$ cat src/upc_pkg.sv
// Package with the shared types, character constants and byte classifiers of the URL codec.
package upc_pkg;

  localparam logic [7:0] CharPct   = 8'h25;
  localparam logic [7:0] CharPlus  = 8'h2B;
  localparam logic [7:0] CharSpace = 8'h20;
  localparam logic [7:0] CharZero  = 8'h30;
  localparam logic [7:0] CharUpA   = 8'h41;
  localparam logic [7:0] CharLowA  = 8'h61;
  localparam logic [3:0] DigitTen  = 4'd10;

  localparam int unsigned PktBytes = 3;
  localparam int unsigned QDepth   = 2;

  localparam logic [1:0] PendNone  = 2'd0;
  localparam logic [1:0] PendPct   = 2'd1;
  localparam logic [1:0] PendDigit = 2'd2;

  typedef struct packed {
    logic [PktBytes-1:0][7:0] bytes;
    logic [1:0]               count;
    logic                     last;
  } pkt_t;

  function automatic logic is_hex(input logic [7:0] b);
    return b inside {[8'h30:8'h39], [8'h41:8'h46], [8'h61:8'h66]};
  endfunction

  function automatic logic is_plain(input logic [7:0] b);
    return b inside {[8'h30:8'h39], [8'h41:8'h5A], [8'h61:8'h7A],
                     8'h2D, 8'h5F, 8'h2E, 8'h7E};
  endfunction

  function automatic logic [3:0] hex_val(input logic [7:0] b);
    logic [7:0] v;
    if (b inside {[8'h30:8'h39]}) begin
      v = b - CharZero;
    end else if (b inside {[8'h61:8'h66]}) begin
      v = b - CharLowA + {4'd0, DigitTen};
    end else begin
      v = b - CharUpA + {4'd0, DigitTen};
    end
    return v[3:0];
  endfunction

  function automatic logic [7:0] hex_char(input logic [3:0] d);
    logic [7:0] c;
    if (d < DigitTen) begin
      c = CharZero + {4'd0, d};
    end else begin
      c = CharUpA + {4'd0, d - DigitTen};
    end
    return c;
  endfunction

endpackage

$ cat src/url_percent_codec_top.sv
// Top level of the streaming URL percent encoder and decoder.
// Input items are bytes with a last flag on the final byte of each string; an
// item is taken at a clock edge where in_valid_i is high and in_stall_o is low.
// Output items are bytes with a last flag, taken where out_valid_o is high and
// out_stall_i is low. cfg_we_i writes cfg_decode_mode_i (0 encodes, 1 decodes)
// and drops any partial escape; write it only while the block is idle.
// The front end takes one byte per cycle unless in_stall_o is high, and turns it
// into a packet of zero to three output bytes; non-empty packets enter a
// two-entry packet queue. The back end sends one output byte per cycle from the
// queue through an output register while out_stall_i is low. An accepted byte
// passes through the queue and then the output register. Input throughput is
// one byte per cycle while each byte yields at most one output byte and
// out_stall_i is low; a three-byte escape holds the input while the back end sends it.
// When the receiver stalls, the output register holds its item, the queue fills
// and in_stall_o rises. Reset clears the mode to encode, the pending escape
// state and the queue; no item is lost or repeated across a stall.
module url_percent_codec_top (
  input  logic       clk_i,
  input  logic       rst_ni,
  input  logic       cfg_we_i,
  input  logic       cfg_decode_mode_i,
  input  logic       in_valid_i,
  output logic       in_stall_o,
  input  logic [7:0] in_byte_i,
  input  logic       in_last_i,
  output logic       out_valid_o,
  input  logic       out_stall_i,
  output logic [7:0] out_byte_o,
  output logic       out_last_o
);

  upc_pkg::pkt_t pkt, head;
  logic          push, full, q_valid, pop, in_fire;

  assign in_stall_o = full;
  assign in_fire    = in_valid_i && !full;

  upc_front u_front (
    .clk_i             (clk_i),
    .rst_ni            (rst_ni),
    .cfg_we_i          (cfg_we_i),
    .cfg_decode_mode_i (cfg_decode_mode_i),
    .in_fire_i         (in_fire),
    .in_byte_i         (in_byte_i),
    .in_last_i         (in_last_i),
    .push_o            (push),
    .pkt_o             (pkt)
  );

  upc_queue u_queue (
    .clk_i   (clk_i),
    .rst_ni  (rst_ni),
    .push_i  (push),
    .pkt_i   (pkt),
    .full_o  (full),
    .valid_o (q_valid),
    .head_o  (head),
    .pop_i   (pop)
  );

  upc_back u_back (
    .clk_i       (clk_i),
    .rst_ni      (rst_ni),
    .valid_i     (q_valid),
    .head_i      (head),
    .pop_o       (pop),
    .out_valid_o (out_valid_o),
    .out_stall_i (out_stall_i),
    .out_byte_o  (out_byte_o),
    .out_last_o  (out_last_o)
  );

endmodule

$ cat src/upc_front.sv
// Front end: accepts input items, tracks pending escapes and builds output packets.
module upc_front (
  input  logic          clk_i,
  input  logic          rst_ni,
  input  logic          cfg_we_i,
  input  logic          cfg_decode_mode_i,
  input  logic          in_fire_i,
  input  logic [7:0]    in_byte_i,
  input  logic          in_last_i,
  output logic          push_o,
  output upc_pkg::pkt_t pkt_o
);

  logic       mode_q;
  logic [1:0] pend_q, pend_d;
  logic [7:0] held_q, held_d;

  logic       fresh_emit;
  logic [7:0] fresh_byte;
  logic [1:0] fresh_pend;
  logic [1:0] pre_cnt;

  always_comb begin
    fresh_emit = 1'b1;
    fresh_byte = in_byte_i;
    fresh_pend = upc_pkg::PendNone;
    if (in_byte_i == upc_pkg::CharPct) begin
      if (!in_last_i) begin
        fresh_emit = 1'b0;
        fresh_pend = upc_pkg::PendPct;
      end
    end else if (in_byte_i == upc_pkg::CharPlus) begin
      fresh_byte = upc_pkg::CharSpace;
    end
  end

  always_comb begin
    pkt_o      = '0;
    pkt_o.last = in_last_i;
    pend_d     = pend_q;
    held_d     = held_q;
    pre_cnt    = 2'd0;
    if (!mode_q) begin
      if (upc_pkg::is_plain(in_byte_i)) begin
        pkt_o.bytes[0] = in_byte_i;
        pkt_o.count    = 2'd1;
      end else begin
        pkt_o.bytes[0] = upc_pkg::CharPct;
        pkt_o.bytes[1] = upc_pkg::hex_char(in_byte_i[7:4]);
        pkt_o.bytes[2] = upc_pkg::hex_char(in_byte_i[3:0]);
        pkt_o.count    = 2'd3;
      end
    end else if (pend_q == upc_pkg::PendDigit && upc_pkg::is_hex(in_byte_i)) begin
      pkt_o.bytes[0] = {upc_pkg::hex_val(held_q), upc_pkg::hex_val(in_byte_i)};
      pkt_o.count    = 2'd1;
      pend_d         = upc_pkg::PendNone;
    end else if (pend_q == upc_pkg::PendPct && upc_pkg::is_hex(in_byte_i)) begin
      if (in_last_i) begin
        pkt_o.bytes[0] = upc_pkg::CharPct;
        pkt_o.bytes[1] = in_byte_i;
        pkt_o.count    = 2'd2;
      end else begin
        held_d = in_byte_i;
        pend_d = upc_pkg::PendDigit;
      end
    end else begin
      if (pend_q == upc_pkg::PendPct) begin
        pre_cnt = 2'd1;
      end else if (pend_q == upc_pkg::PendDigit) begin
        pre_cnt = 2'd2;
      end
      pkt_o.bytes[0] = (pre_cnt != 2'd0) ? upc_pkg::CharPct : fresh_byte;
      pkt_o.bytes[1] = (pre_cnt == 2'd2) ? held_q : fresh_byte;
      pkt_o.bytes[2] = fresh_byte;
      pkt_o.count    = pre_cnt + {1'b0, fresh_emit};
      pend_d         = fresh_pend;
    end
    if (in_last_i) begin
      pend_d = upc_pkg::PendNone;
      held_d = '0;
    end
  end

  assign push_o = in_fire_i && (pkt_o.count != 2'd0);

  always_ff @(posedge clk_i or negedge rst_ni) begin
    if (!rst_ni) begin
      mode_q <= 1'b0;
      pend_q <= upc_pkg::PendNone;
      held_q <= '0;
    end else if (cfg_we_i) begin
      mode_q <= cfg_decode_mode_i;
      pend_q <= upc_pkg::PendNone;
      held_q <= '0;
    end else if (in_fire_i) begin
      pend_q <= pend_d;
      held_q <= held_d;
    end
  end

endmodule

$ cat src/upc_queue.sv
// Two-entry packet queue between the front end and the back end.
module upc_queue (
  input  logic          clk_i,
  input  logic          rst_ni,
  input  logic          push_i,
  input  upc_pkg::pkt_t pkt_i,
  output logic          full_o,
  output logic          valid_o,
  output upc_pkg::pkt_t head_o,
  input  logic          pop_i
);

  localparam int unsigned PtrW = $clog2(upc_pkg::QDepth);
  localparam int unsigned CntW = $clog2(upc_pkg::QDepth + 1);

  upc_pkg::pkt_t        mem_q [upc_pkg::QDepth];
  logic [PtrW-1:0]      wr_q, rd_q;
  logic [CntW-1:0]      cnt_q, cnt_d;

  assign full_o  = (cnt_q == CntW'(upc_pkg::QDepth));
  assign valid_o = (cnt_q != '0);
  assign head_o  = mem_q[rd_q];

  always_comb begin
    cnt_d = cnt_q;
    if (push_i && !(pop_i && valid_o)) begin
      cnt_d = cnt_q + 1'b1;
    end else if (!push_i && pop_i && valid_o) begin
      cnt_d = cnt_q - 1'b1;
    end
  end

  always_ff @(posedge clk_i) begin
    if (push_i) begin
      mem_q[wr_q] <= pkt_i;
    end
  end

  always_ff @(posedge clk_i or negedge rst_ni) begin
    if (!rst_ni) begin
      wr_q  <= '0;
      rd_q  <= '0;
      cnt_q <= '0;
    end else begin
      cnt_q <= cnt_d;
      if (push_i) begin
        wr_q <= wr_q + 1'b1;
      end
      if (pop_i && valid_o) begin
        rd_q <= rd_q + 1'b1;
      end
    end
  end

endmodule

$ cat src/upc_back.sv
// Back end: serializes queued packets into single output bytes through an output register.
module upc_back (
  input  logic          clk_i,
  input  logic          rst_ni,
  input  logic          valid_i,
  input  upc_pkg::pkt_t head_i,
  output logic          pop_o,
  output logic          out_valid_o,
  input  logic          out_stall_i,
  output logic [7:0]    out_byte_o,
  output logic          out_last_o
);

  logic       out_valid_q, out_valid_d;
  logic [7:0] out_byte_q;
  logic       out_last_q;
  logic [1:0] idx_q;
  logic       load;
  logic       tail;

  assign load  = valid_i && (!out_valid_q || !out_stall_i);
  assign tail  = (idx_q == head_i.count - 2'd1);
  assign pop_o = load && tail;

  always_comb begin
    if (load) begin
      out_valid_d = 1'b1;
    end else if (!out_stall_i) begin
      out_valid_d = 1'b0;
    end else begin
      out_valid_d = out_valid_q;
    end
  end

  always_ff @(posedge clk_i) begin
    if (load) begin
      out_byte_q <= head_i.bytes[idx_q];
      out_last_q <= head_i.last && tail;
    end
  end

  always_ff @(posedge clk_i or negedge rst_ni) begin
    if (!rst_ni) begin
      out_valid_q <= 1'b0;
      idx_q       <= '0;
    end else begin
      out_valid_q <= out_valid_d;
      if (load) begin
        idx_q <= tail ? 2'd0 : idx_q + 2'd1;
      end
    end
  end

  assign out_valid_o = out_valid_q;
  assign out_byte_o  = out_byte_q;
  assign out_last_o  = out_last_q;

endmodule
$ cat config.mk
export PLATFORM = sky130hd
export DESIGN_NAME = url_percent_codec_top
export DESIGN_NICKNAME = d
export VERILOG_FILES = /design/src/upc_pkg.sv /design/src/url_percent_codec_top.sv /design/src/upc_front.sv /design/src/upc_queue.sv /design/src/upc_back.sv
export SDC_FILE = /design/constraint.sdc
export NUM_CORES = 1
export LEC_CHECK = 0
export BUFFER_PORTS_ARGS = -buffer_cell sky130_fd_sc_hd__buf_2
export CAP_MARGIN = 20
export CORE_MARGIN = 5
export CORE_UTILIZATION = 30
export CTS_BUF_LIST = sky130_fd_sc_hd__clkbuf_4 sky130_fd_sc_hd__clkbuf_8
export CTS_CLUSTER_SIZE = 14
export DETAILED_ROUTE_END_ITERATION = 10
export HOLD_SLACK_MARGIN = 0.12
export PLACE_DENSITY = 0.53
export SLEW_MARGIN = 25
export SYNTH_ARGS = -nofsm -noshare
export SYNTH_HDL_FRONTEND = slang
export SYNTH_HIERARCHICAL = 1
export SYNTH_SLANG_ARGS = --single-unit
$ cat constraint.sdc
create_clock -name clk_i -period 3.38 [get_ports clk_i]
set_input_delay 0.338 -clock clk_i [delete_from_list [all_inputs] [get_ports clk_i]]
set_output_delay 0.338 -clock clk_i [all_outputs]
set_load 0.05 [all_outputs]
==> summary.txt, run 1 <==
syn_area_per_cell - 11.3 sq um
largest net degree at the start of global routing - 28
outcome - finished clean
synthesized netlist cell count - 445
max_cap viols - 0
slowest CP cell - nor4_4
internal power - 2400 uW
Top Ports - 26
commonest non-fill, non-tap cell in the layout - edfxtp_1
root buf cell - clkbuf_8
first-pass GRT wire length - 20500 um
ys async rst share - 22.2%
max-slew violation count - 0
htree depth - 3
Yosys Warn Count - 6
design area - 5710 sq um
area of the mapped netlist - 5010 sq um
Clock Latency Late Sink - 0.36 ns
post-route ant nets - 0
Finished Layout Cells - 703
Comb pwr share - 37.0%
Placed Area - 5480 sq um
Max Fanout on Critical Path - 14
RSZ-0062 raised after global routing - no
Die Y - 139 um
initial antenna violation count - 0
Clock Tree Buf Depth - 2
critical path's top delay family - compound AO/OA/AOI/OAI gates
die area - 19400 sq um
critical path required time - 3.51 ns
grt ovf - 0
total global-route track usage - 13.5%
EDFF count, synth - 63
vias in the first global route - 3542
Startpoint Class - primary input
commonest cells after routing, fill and taps aside - 63 x edfxtp_1, 36 x nand2_1, 25 x buf_2
CTS tree - built
post-DP HPWL - 9560 um
Post-CTS Setup Bufs - 0
Pwr Density - 650 nW/um^2
share of cells above drive strength 1 - 23.6%
Most used DFF post-synth - edfxtp_1
Hold Vio Cnt, Final - 0
diodes inserted - 0
dpl cells - 686
HP Class - primary input to register
Synth Register Bits - 81
leak pwr - 0.00213 uW
Synth-to-Final Area Change - 14.0%
Slew Limit Headroom - 52.1%
Sink Count - 81
worst path cell trace - buf_2 -> inv_1 -> ha_1 -> nand4b_1 -> o221ai_1 -> a21oi_2 -> nor4_4 -> nand3b_2 -> a211o_1 -> o21ai_1
Worst VDD drop - 0.333 mV
DR vias - 3604
setup TNS - 0 ns
Seq pwr share - 41.6%
Die Width - 139 um
Final setup viols - 0
Vias/cell - 5.13
nets@finish - 518
Critical Path Sink Type - register
DRT iter0 DRCs - 378
Final Wtd Congestion - 0.951
row count - 47
clock power share - 21.4%
total net switching power - 1310 uW
final period utilization - 81.8%
clock-pin slew on the worst setup and hold paths - 0.08 ns
Starting Density - 30.4%
Tightest Pin Transition - 0.719 ns
CP Data Arrival Time - 2.90 ns
largest stage delay on the critical path - 0.37 ns
routed wire length - 13000 um
Crit Path Class - primary input to register
Synth cell types - 76
WL/cell - 18.5 um
Max Freq - 362 MHz
drt pass-1 iters - 5
Layout fillers - 1684
DRC - 0
Port Buffer Count - 25
Num CTS Buffers - 9
Mapped Nets - 485
post-layout minimum cycle time - 2.76 ns
core box area - 16500 sq um
critical path buffer and inverter count - 2
clock skew - 0.0117 ns
Seq/Total Area, Yosys - 46.7%
Switching Share - 35.4%
-- timing repair --
item	in CTS	in global routing
resized for setup	0	0
hold buffers	1	0
hold endpoints to repair	18	0
-- worst paths after layout --
check	start	to	slack [ns]	cells after the start
setup reg to reg	u_queue/rd_q	u_queue/cnt_q[1]	0.96	8
hold reg to reg	u_back/out_valid_o	u_back/out_valid_o	0.50	1
max in group asynchronous	rst_ni	u_queue/cnt_q[0]	2.63	2
min in group asynchronous	rst_ni	u_queue/cnt_q[1]	0.45	2
hold / removal	out_stall_i	u_back/out_valid_o	0.20	2
setup / recovery	in_byte_i[5]	u_queue/mem_q[1][21]	0.62	10
-- through the flow --
stage	total power [uW]	utilization, %	setup slack [ns]	hold WS (ns)
after floorplan	2660	-	0.0148	0.0424
after global placement	2930	33.3	0.304	0.300
after detailed placement	2970	33.3	0.234	0.302
after CTS	3770	34.7	0.616	0.177
after global routing	3920	34.7	0.433	0.201
final	3710	34.7	0.615	0.203
-- final cells by class --
| type | count | area, sq um | area share (%) |
|---|---|---|---|
| timing repair buffer | 49 | 320 | 5.61 |
| clock buffer | 12 | 146 | 2.56 |
| tap | 220 | 275 | 4.82 |
| multi-input combinational | 317 | 2480 | 43.4 |
| sequential | 81 | 2340 | 41.0 |
| clock inverter | 4 | 76.3 | 1.34 |
| inverter | 20 | 75.1 | 1.31 |
-- power by group through the flow --
stage,Combinational [uW],Sequential (uW),Clock (uW)
2_1_floorplan,936,1720,0
3_5_place_dp,1390,1570,0
6_report,1370,1540,794
4_1_cts,1390,1550,823
5_1_grt,1480,1580,856
3_3_place_gp,1370,1560,0
-- worst register-to-register path: cells and delay by family (launching register included) --
family / cells / cell delay, ns
AO/OA/AOI/OAI: 1 / 0.36
XOR/XNOR: 1 / 0.17
buffers and inverters: 2 / 0.38
flip-flops: 1 / 0.35
multiplexers: 1 / 0.35
AND/OR/NAND/NOR: 3 / 0.74
-- routing by layer --
layer	global-route usage, %	vias up	routed length, um
li1	-	1729	-
met1	18.1	1768	5960
met2	22.3	93	6440
met3	2.33	14	428
met4	3.96	0	154
met5	0	-	0
-- cell families (layout without fill, tap and decap cells) --
group | count (synthesis) | after routing | synth area share, %
XOR/XNOR | 11 | 11 | 1.92
adder cells (fa/ha/maj) | 25 | 25 | 6.24
multiplexers | 41 | 41 | 10.3
AO/OA/AOI/OAI | 115 | 115 | 16.2
flip-flops | 81 | 81 | 46.7
AND/OR/NAND/NOR | 125 | 125 | 13.9
buffers and inverters | 47 | 85 | 4.79
-- synth_stat cells (9+ instances only) --
master	number	share of area, %
edfxtp_1	63	38
nor2_1	24	1.8
ha_1	25	6.2
mux2i_1	13	2.6
inv_1	19	1.4
nand3b_1	9	1.3
a31oi_1	11	1.4
nand2_1	36	2.7
clkbuf_1	15	1.1
o21ai_0	18	1.8
nor2b_1	9	1.1
mux2_4	19	5.7
mux2_2	9	2.0
a21oi_1	22	2.2
dfrtp_1	18	9.0
-- registers in the layout, indices dropped and copies added (netlist names) --
signal	flops
u_front/pend_q	2
u_front/held_q	8
u_back/out_byte_o	8
u_back/idx_q	2
u_back/out_last_o	1
u_back/out_valid_o	1
u_queue/cnt_q	2
u_queue/mem_q	54
u_queue/wr_q	1
u_front/mode_q	1
u_queue/rd_q	1
Note: power is estimated with default switching activity, not from simulation.
==> run 2: changes to the inputs <==
- PLACE_DENSITY: 0.53 -> 0.52
- clock period: 3.38 -> 2.72 ns (I/O delays scaled with it)
==> run 2 against run 1 <==
Against the previous run: critical endpoint is now u_queue/mem_q[1][14]; flip-flop and latch count unchanged; critical path depth did not move; largest power group unchanged; setup slack worse by 0.45 ns.
==> summary.txt, run 2 (same netlist as run 1, synthesis figures left out) <==
CP startpoint - in_byte_i[1]
Die Y - 139 um
total global-route track usage - 13.5%
number of flip-flops in the largest register - 54
outcome - finished clean
leak pwr - 0.00231 uW
commonest non-fill, non-tap cell in the layout - edfxtp_1
max_cap viols - 0
Clock Tree Buf Depth - 2
Starting Density - 30.4%
critical path buffer and inverter count - 3
HP Class - primary input to register
Min-Delay Startpoint - out_stall_i
Reg2Reg Depth - 8
grt ovf - 0
core box area - 16500 sq um
Biggest register - u_queue/mem_q
DRC - 0
design area - 6000 sq um
routed wire length - 12900 um
Top Ports - 26
Tightest Pin Transition - 0.632 ns
initial antenna violation count - 0
commonest cells after routing, fill and taps aside - 63 x edfxtp_1, 59 x buf_4, 36 x nand2_1
Clock Latency Late Sink - 0.35 ns
RSZ-0062 raised after global routing - no
die area - 19400 sq um
Worst path depth - 10
Critical Path Sink Type - register
worst path cell trace - buf_2 -> inv_8 -> ha_4 -> or4b_4 -> a311oi_4 -> a21oi_2 -> nor4_4 -> nand3b_2 -> buf_4 -> o21ai_0
post-route ant nets - 0
slowest CP cell - or4b_4
drt pass-1 iters - 6
DRT iter0 DRCs - 316
Placed Area - 5800 sq um
Hold Path Depth - 2
Vias/cell - 5.02
nets@finish - 556
CTS tree - built
Max Freq - 391 MHz
root buf cell - clkbuf_8
Finished Layout Cells - 740
critical path's top delay family - simple AND/OR/NAND/NOR gates
Max Fanout on Critical Path - 6
Final setup viols - 0
vias in the first global route - 3879
largest stage delay on the critical path - 0.52 ns
post-layout minimum cycle time - 2.56 ns
Worst VDD drop - 0.421 mV
post-DP HPWL - 9910 um
Pwr Density - 755 nW/um^2
clock skew - 0.00749 ns
Worst R2R Start - u_front/held_q[0]
Synth-to-Final Area Change - 19.6%
critical path required time - 2.85 ns
Port Buffer Count - 25
Sink Count - 81
row count - 47
clock-pin slew on the worst setup and hold paths - 0.08 ns
dpl cells - 724
final period utilization - 94.0%
CP Data Arrival Time - 2.69 ns
Final Wtd Congestion - 0.981
cts repair resizes - 0
Slew Limit Headroom - 57.8%
WL/cell - 17.5 um
share of cells above drive strength 1 - 28.8%
Crit Path Class - primary input to register
diodes inserted - 0
Num CTS Buffers - 9
htree depth - 3
Startpoint Class - primary input
first-pass GRT wire length - 20900 um
largest net degree at the start of global routing - 28
Die Width - 139 um
max-slew violation count - 0
DR vias - 3718
Hold Vio Cnt, Final - 0
==> run 2: cell count changes in the layout (fill, tap and decap cells not counted), sizes merged <==
cell,delta
clkbuf,-3
bufinv,-1
clkinv,+3
buf,+38
==> run 2: report_power, final <==
part	switching [uW]	internal [uW]	total, uW
registers	133	1750	1880
clock network	417	414	832
logic	1070	741	1810
total	1620	2900	4530
==> run 2: final cells by class <==
type / instances / area (sq um)
clock buffer: 9 / 124
clock inverter: 6 / 58.8
fill: 1641 / 10500
inverter: 20 / 87.6
multi-input combinational: 317 / 2490
sequential: 81 / 2340
tap: 220 / 275
timing repair buffer: 87 / 618
==> run 2: timing repair <==
action | in CTS | in global routing
endpoints found under the hold margin | 18 | 0
setup endpoints to repair | 0 | 0
hold buffers | 1 | 0
setup buffers | 0 | 0
==> run 2: final timing paths <==
kind / end / slack, ns
worst min-delay path: u_back/out_valid_o / 0.16
worst min register to register: u_back/out_valid_o / 0.52
max in group asynchronous: u_front/held_q[6] / 2.02
worst max register to register: u_queue/mem_q[1][8] / 0.32
min in group asynchronous: u_back/idx_q[1] / 0.39
worst max-delay path: u_queue/mem_q[1][14] / 0.16
==> run 2: routing by layer <==
| metal | wire length [um] | track usage [%] |
|---|---|---|
| met1 | 5830 | 17.8 |
| met2 | 6270 | 21.8 |
| met3 | 410 | 2.30 |
| met4 | 421 | 6.18 |
| met5 | 0 | 0 |
==> run 2: stage by stage <==
| stage | hold WS (ns) | utilization, % | TNS (ns) | power, uW | worst slack, ns |
|---|---|---|---|---|---|
| floorplan | -0.0236 | - | -22.29 | 3310 | -0.446 |
| global placement | 0.232 | 35.2 | -6.76 | 3710 | -0.114 |
| detailed placement | 0.241 | 35.2 | -12.62 | 3740 | -0.210 |
| CTS | 0.129 | 36.4 | 0 | 4590 | 0.172 |
| global route | 0.133 | 36.4 | 0 | 4800 | 0.0282 |
| finish | 0.156 | 36.4 | 0 | 4530 | 0.162 |
==> run 3: changes to the inputs <==
- clock period: 2.72 -> 2.5 ns (I/O delays scaled with it)
==> run 3 against run 2 <==
Against the previous run: register-to-register slack worse by 0.11 ns; total power grew 10%; cell count grew 3.2%; sequential power grew 9%; sequential share of layout area is 1.5 points lower; utilization increased by 1.5 points; cell area rose by 4.0%; via count increased by 2.4%; combinational power rose by 11%; non-clock buffer count rose by 22; clock skew rose by 0.0039 ns; critical path type unchanged; largest power group unchanged; highest routed layer unchanged.
==> summary.txt, run 3 (same netlist as run 1, synthesis figures left out) <==
outcome - finished clean
row count - 47
Seq pwr share - 40.9%
clock power share - 18.8%
Tightest Pin Transition - 0.624 ns
root buf cell - clkbuf_8
core box area - 16500 sq um
commonest cells after routing, fill and taps aside - 79 x buf_4, 63 x edfxtp_1, 36 x nand2_1
dpl cells - 744
clock-pin slew on the worst setup and hold paths - 0.08 ns
CTS tree - built
Vias/cell - 4.98
Critical Path Sink Type - register
Die Width - 139 um
DRT iter0 DRCs - 268
nets@finish - 579
Num CTS Buffers - 9
diodes inserted - 0
htree depth - 3
drt pass-1 iters - 5
largest stage delay on the critical path - 0.51 ns
routed wire length - 13200 um
RSZ-0062 raised after global routing - yes
Synth-to-Final Area Change - 24.4%
Final Wtd Congestion - 0.946
largest net degree at the start of global routing - 28
Top Ports - 26
Port Buffer Count - 25
critical path buffer and inverter count - 2
total global-route track usage - 14.0%
critical path's top delay family - compound AO/OA/AOI/OAI gates
Clock Latency Late Sink - 0.36 ns
worst setup margin - 0.0637 ns
Die Y - 139 um
DRC - 0
total net switching power - 1790 uW
final period utilization - 97.5%
grt ovf - 0
die area - 19400 sq um
clock skew - 0.0114 ns
leak pwr - 0.00244 uW
vias in the first global route - 3967
multi-input logic area - 2550 sq um
Post-Place Worst Slack - -0.348 ns
Switching Share - 35.9%
max-slew violation count - 0
initial antenna violation count - 0
Starting Density - 30.4%
Max Fanout on Critical Path - 6
slowest CP cell - or4b_4
Crit Path Class - primary input to register
Hold Vio Cnt, Final - 0
post-route ant nets - 0
commonest non-fill, non-tap cell in the layout - buf_4
WHS - 0.196 ns
post-layout minimum cycle time - 2.44 ns
Max Freq - 410 MHz
Worst VDD drop - 0.521 mV
HP Class - primary input to register
Layout fillers - 1656
CP Data Arrival Time - 2.54 ns
Biggest register - u_queue/mem_q
Clock Tree Buf Depth - 2
max_cap viols - 0
share of cells above drive strength 1 - 32.5%
Pwr Density - 801 nW/um^2
internal power - 3200 uW
Startpoint Class - primary input
worst path cell trace - buf_2 -> inv_6 -> ha_1 -> or4b_4 -> a311oi_4 -> a21oi_2 -> nor4_4 -> a21oi_1 -> a31o_1 -> a21o_1
Slew Limit Headroom - 58.4%
Sink Count - 81
WL/cell - 17.3 um
Finished Layout Cells - 764
number of flip-flops in the largest register - 54
Comb pwr share - 40.3%
post-DP HPWL - 10100 um
critical path required time - 2.60 ns
DR vias - 3807
Post-CTS Setup Bufs - 0
FF/Latch Area - 2340 sq um
Final setup viols - 0
first-pass GRT wire length - 21300 um
run 3: power by group through the flow:
stage / Combinational, uW / Sequential [uW] / Clock, uW
after CTS: 2040 / 2050 / 972
final: 2010 / 2040 / 939
after floorplan: 1280 / 2330 / 0
after global routing: 2180 / 2080 / 1020
after global placement: 2010 / 2060 / 0
after detailed placement: 2020 / 2080 / 0
run 3: per-layer routing:
| metal | up-vias | track usage, % | part of all wire (%) |
|---|---|---|---|
| met5 | - | 0 | 0 |
| met4 | 0 | 7.98 | 4.3 |
| met3 | 37 | 3.29 | 5.1 |
| met2 | 99 | 21.9 | 46 |
| met1 | 1808 | 17.6 | 44 |
| li1 | 1863 | - | - |
run 3: repair_timing:
| item | 4_1_cts | 5_1_grt |
|---|---|---|
| resized for setup | 0 | 6 |
| endpoints found under the setup margin | 0 | 33 |
| hold endpoints to repair | 20 | 0 |
| hold buffers | 3 | 0 |
run 3: cell type report:
cell class                      count  share of cell area, %
Inverter                           20                   1.40
Tap cell                          220                   4.41
Clock inverter                      6                  0.943
Sequential cell                    81                   37.6
Clock buffer                       10                   2.11
Timing Repair Buffer              109                   12.6
Multi-Input combinational cell    318                   40.9
run 3: final timing paths:
| path | startpoint | to | slack (ns) | cells past startpoint |
|---|---|---|---|---|
| setup / recovery | in_byte_i[0] | u_queue/mem_q[0][7] | 0.06 | 10 |
| hold / removal | cfg_we_i | u_front/pend_q[0] | 0.20 | 2 |
| hold reg to reg | u_back/out_valid_o | u_back/out_valid_o | 0.51 | 1 |
| min in group asynchronous | rst_ni | u_back/idx_q[0] | 0.36 | 2 |
| max in group asynchronous | rst_ni | u_front/held_q[5] | 1.83 | 2 |
| setup reg to reg | u_front/held_q[0] | u_queue/mem_q[0][8] | 0.21 | 8 |
run 3: stage by stage:
stage	power, uW	utilization [%]	setup TNS, ns	area [sq um]
after CTS	5060	37.6	0	6190
after global placement	4080	36.2	-27.82	5970
after floorplan	3610	-	-35.59	5140
final	4990	37.9	0	6240
after global routing	5280	37.9	-0.0288	6240
after detailed placement	4100	36.2	-30.50	5970
run 3: worst register-to-register path, delay by kind of cell, from the launching register on:
family | cells | cell delay, ns
multiplexers | 1 | 0.27
AO/OA/AOI/OAI | 3 | 0.77
AND/OR/NAND/NOR | 1 | 0.07
buffers and inverters | 2 | 0.34
adder cells (fa/ha/maj) | 1 | 0.16
flip-flops | 1 | 0.41
